**src/brb_pkg.sv**
```systemverilog
`timescale 1ns / 1ps
// brb_pkg: shared types and field widths for the byte ring buffer.
// Used by brb_front, brb_back and byte_ring_buffer; depends on nothing.
package brb_pkg;

    localparam int BYTE_W = 8;
    localparam int OFF_W  = 11;
    localparam int LEN_W  = 11;
    localparam int CNT_W  = 7;

    typedef enum logic [1:0] {
        OP_PUT     = 2'd0,
        OP_REPLACE = 2'd1,
        OP_BURST   = 2'd2,
        OP_READ    = 2'd3
    } t_op;

    typedef enum logic {
        BK_IDLE,
        BK_READ
    } t_back_state;

    // Classified command handed from the front to the back
    typedef struct packed {
        t_op                      op;
        logic [BYTE_W-1:0]        data;
        logic signed [OFF_W-1:0]  offset;
        logic [LEN_W-1:0]         length;
        logic [CNT_W-1:0]         read_len;
        logic                     first;
    } t_cmd;

    typedef struct packed {
        logic              status;
        logic [BYTE_W-1:0] read_byte;
        logic              byte_valid;
        logic [CNT_W-1:0]  read_count;
        logic              last;
    } t_result;

endpackage

```
**src/brb_front.sv**
```systemverilog
`timescale 1ns / 1ps
// brb_front: accepts input transactions, classifies them into commands and
// holds them in a two-entry queue for the back end. Depends on brb_pkg.
module brb_front #(
    parameter int READ_MAX = 64
) (
    input  logic                            i_clk,
    input  logic                            i_rst_n,
    input  logic                            i_valid,
    output logic                            o_stall,
    input  logic [1:0]                      i_opcode,
    input  logic [brb_pkg::BYTE_W-1:0]      i_data_byte,
    input  logic signed [brb_pkg::OFF_W-1:0] i_offset,
    input  logic [brb_pkg::LEN_W-1:0]       i_length,
    input  logic                            i_burst_first,
    output logic                            o_cmd_valid,
    output brb_pkg::t_cmd                   o_cmd,
    input  logic                            i_cmd_pop
);
    import brb_pkg::*;

    t_cmd       n_cmd;
    t_cmd       r_q [2];
    logic       r_wp;
    logic       r_rp;
    logic [1:0] r_cnt;
    logic [1:0] n_cnt;
    logic       push;
    logic       pop;

    // Saturate the read request at READ_MAX here, so the back end sees a narrow count
    always_comb begin
        n_cmd.op       = t_op'(i_opcode);
        n_cmd.data     = i_data_byte;
        n_cmd.offset   = i_offset;
        n_cmd.length   = i_length;
        n_cmd.first    = i_burst_first;
        n_cmd.read_len = (i_length > LEN_W'(READ_MAX)) ? CNT_W'(READ_MAX)
                                                        : i_length[CNT_W-1:0];
    end

    assign o_stall     = (r_cnt == 2'd2);
    assign push        = i_valid && !o_stall;
    assign o_cmd_valid = (r_cnt != 2'd0);
    assign pop         = i_cmd_pop && o_cmd_valid;
    assign o_cmd       = r_q[r_rp];
    assign n_cnt       = r_cnt + {1'b0, push} - {1'b0, pop};

    always_ff @(posedge i_clk) begin
        if (!i_rst_n) begin
            r_wp  <= 1'b0;
            r_rp  <= 1'b0;
            r_cnt <= 2'd0;
        end else begin
            if (push) begin
                r_wp <= !r_wp;
            end
            if (pop) begin
                r_rp <= !r_rp;
            end
            r_cnt <= n_cnt;
        end
    end

    always_ff @(posedge i_clk) begin
        if (push) begin
            r_q[r_wp] <= n_cmd;
        end
    end

endmodule

```
**config.mk**
```make
export PLATFORM = sky130hd
export DESIGN_NAME = brb_front
export DESIGN_NICKNAME = d
export VERILOG_FILES = /design/src/brb_pkg.sv /design/src/brb_front.sv
export SDC_FILE = /design/constraint.sdc
export NUM_CORES = 1
export LEC_CHECK = 0
export BUFFER_PORTS_ARGS = -buffer_cell sky130_fd_sc_hd__buf_2
export CAP_MARGIN = 20
export CORE_ASPECT_RATIO = 1.2
export CORE_MARGIN = 3
export CORE_UTILIZATION = 40
export DETAILED_ROUTE_END_ITERATION = 8
export SLEW_MARGIN = 20
export SYNTH_ARGS = -nofsm -noshare
export SYNTH_HDL_FRONTEND = slang
export SYNTH_SLANG_ARGS = --single-unit
```
**constraint.sdc**
```tcl
create_clock -name i_clk -period 4.6 [get_ports i_clk]
set_clock_uncertainty 0.1 [all_clocks]
set_input_delay 1.15 -clock i_clk [delete_from_list [all_inputs] [get_ports i_clk]]
set_output_delay 1.15 -clock i_clk [all_outputs]
set_load 0.005 [all_outputs]
```
==> flow_summary.toml <==
[status]
status = "completed"

[detailed_routing]
vias = 1655
wire_per_inst_um = 15.9
routed_wirelength_um = 5440
ant_nets = 0
dr.pass1.iters = 4
first_iter_violations = 69
drt-vias-per-instance = 4.85
drc = 0

[cells_and_area]
drive_gt1_frac = 0.554
area.growth.synth_to_final_pct = 23.3
layout_commonest_cell = "edfxtp_1"
layout_common_cells = "edfxtp_1, buf_2, mux2_2, clkbuf_8, and2_1"
num_antenna_cells = 0
fillers = 654
final_nets = 285

[setup_path]
crit_family = "flip-flops"
cp_cell_sequence = "mux2_2 -> buf_2"
cp-start-kind = "register"
worstSetupPathType = "reg -> out"
cp_max_fo = 40
cp_slowest_cell = "dfxtp_2"
crit_path_end_kind = "output port"
slowest_delay_ps = 960
crit_buf_inv = 1
required_ps = 3350
cp.arrival_ps = 1870

[cts]
cts_buffer_depth = 2
htreeDepth = 3
cts_tree = "yes"
clk_root_buffer_cell = "clkbuf_8"
cts_resized = 0
clock_latency_ps = 330
cts_buffers = 9
postCtsSetupRepairBufs = 0
clock-sinks = 85
postCtsHoldBufs = 0
clkTransAtPathRegs_ps = 80

[timing]
worst_pin_slew_ps = 976
rsz0062_at_grt = "no"
fin_tns_setup_ps = 0
max_freq_ghz = 0.321
finalCritPeriodShare = 0.678
post-route-min-period_ps = 3120
slew-limit-headroom = 0.350
maxSlewViolCount = 0
hold_violations = 0
setup_viol = 0

[global_route]
grt_overflow = 0
use_met3 = 0.0429
grt_pass1_vias = 1706
grt_max_degree = 41
grtUsageMet2 = 0.206
track_usage = 0.124
grt-busiest-layer = "met2"
antenna_found_initial = 0
grt_pass1_wl_um = 8470
met1_usage = 0.140

[floorplanning]
start_util = 0.424
dieHeight_um = 104
dieArea_sq_um = 9040
core-area_sq_um = 7490
die_x_um = 87.3
io_pins = 79
row_count = 34

[placement]
hpwl_um = 3490
portBuffers = 78
gp_congestion = 0.686

[power]
p_int_uw = 1620
vdd_drop_max_mv = 0.278
cellPowerDensity_nw_per_um2 = 551
power_leakage_uw = 0.00148
p_comb_frac = 0.215
pwr-share-seq = 0.502
p_switching_uw = 536
switching_share = 0.249
p_total_uw = 2150
clock_power_share = 0.283

[synthesis]
ys_ff_latch = 85
syn_inst = 160
synthDistinctLibCells = 19
postSynthAreaPerCell_sq_um = 19.8
syn_nets = 199
yosysWarnings = 0
ys_seq_area_frac = 0.789
syn_area_sq_um = 3170

[min_path]
worst_hold_path_type = "reg -> reg"

[flow_run]
maxCapViolations = 0
[area by class of cell]
type	instances	area (sq um)	area share
inverters	4	15.0	0.00384
repair buffers	79	398	0.102
flip-flops and latches	85	2500	0.640
well taps	90	113	0.0288
multi-input cells	67	644	0.165
clock buffers	10	128	0.0326
clock inverters	6	111	0.0285
[logic make-up (layout without fill, tap and decap cells)]
kind of cell             Yosys count  count (layout)  share of synthesized area
adder cells (fa/ha/maj)            2               2                    0.00789
multiplexers                      41              41                      0.145
flip-flops                        85              85                      0.789
AND/OR/NAND/NOR                   21              21                     0.0394
AO/OA/AOI/OAI                      1               1                    0.00237
XOR/XNOR                           2               2                    0.00552
buffers and inverters              8              99                     0.0110
[worst paths after layout]
kind / end / slack [ps] / start / depth (start not counted)
max: o_cmd[10] / 1480 / register / 2
min: r_wp / 420 / r_wp / 2
max reg2reg: r_q[0][17] / 2600 / r_cnt[0] / 4
min reg2reg: r_wp / 420 / r_wp / 2
[cell usage after synthesis]
library cell | count | area, sq um
nand2_1 | 2 | 7.51
or4_4 | 1 | 11.3
ha_1 | 2 | 25.0
or2_2 | 1 | 6.26
dfxtp_1 | 5 | 100
and3_1 | 1 | 6.26
nand2b_1 | 2 | 12.5
nor2_1 | 4 | 15.0
edfxtp_1 | 80 | 2400
buf_2 | 4 | 20.0
inv_1 | 4 | 15.0
and2_1 | 8 | 50.1
nor2_4 | 1 | 11.3
mux2_2 | 40 | 450
xor2_1 | 1 | 8.76
o21a_1 | 1 | 7.51
xnor2_1 | 1 | 8.76
mux2i_1 | 1 | 10.0
nor3_1 | 1 | 5.00
[tightest hold or removal path, delay by kind of cell, from the launching register on]
kind | cells | cell delay, ps
mux | 1 | 60
flops | 1 | 350
simple gates | 1 | 70
[power by group through the flow]
stage          Sequential, uW  Clock, uW  Combinational (uW)
2_1_floorplan            1040          0                 319
6_report                 1080        610                 463
4_1_cts                  1090        629                 476
3_5_place_dp             1110          0                 473
5_1_grt                  1100        663                 516
3_3_place_gp             1100          0                 473
[sequential cells by signal (all words and copies together) (netlist names), named ones only]
name and count:
r_wp 1, r_rp 1, r_q 80, r_cnt 2
[layer usage]
metal | routed length [um] | up-vias | part of all wire
li1 | - | 782 | -
met1 | 2210 | 812 | 0.41
met2 | 2750 | 52 | 0.51
met3 | 382 | 9 | 0.070
met4 | 91 | 0 | 0.017
met5 | 0 | - | 0
[stage by stage]
stage | setup WS [ps] | hold WS [ps] | cell area, sq um | utilization | cells
final | 1480 | 424 | 3910 | 0.523 | 341
after global routing | 1340 | 466 | 3910 | 0.523 | 341
after CTS | 1400 | 426 | 3910 | 0.523 | 341
after detailed placement | 1790 | 405 | 3670 | 0.491 | 325
after global placement | 1790 | 399 | 3670 | 0.491 | 325
after floorplan | 1130 | 355 | 3170 | - | 160
Power figures use the tool's default switching activity.
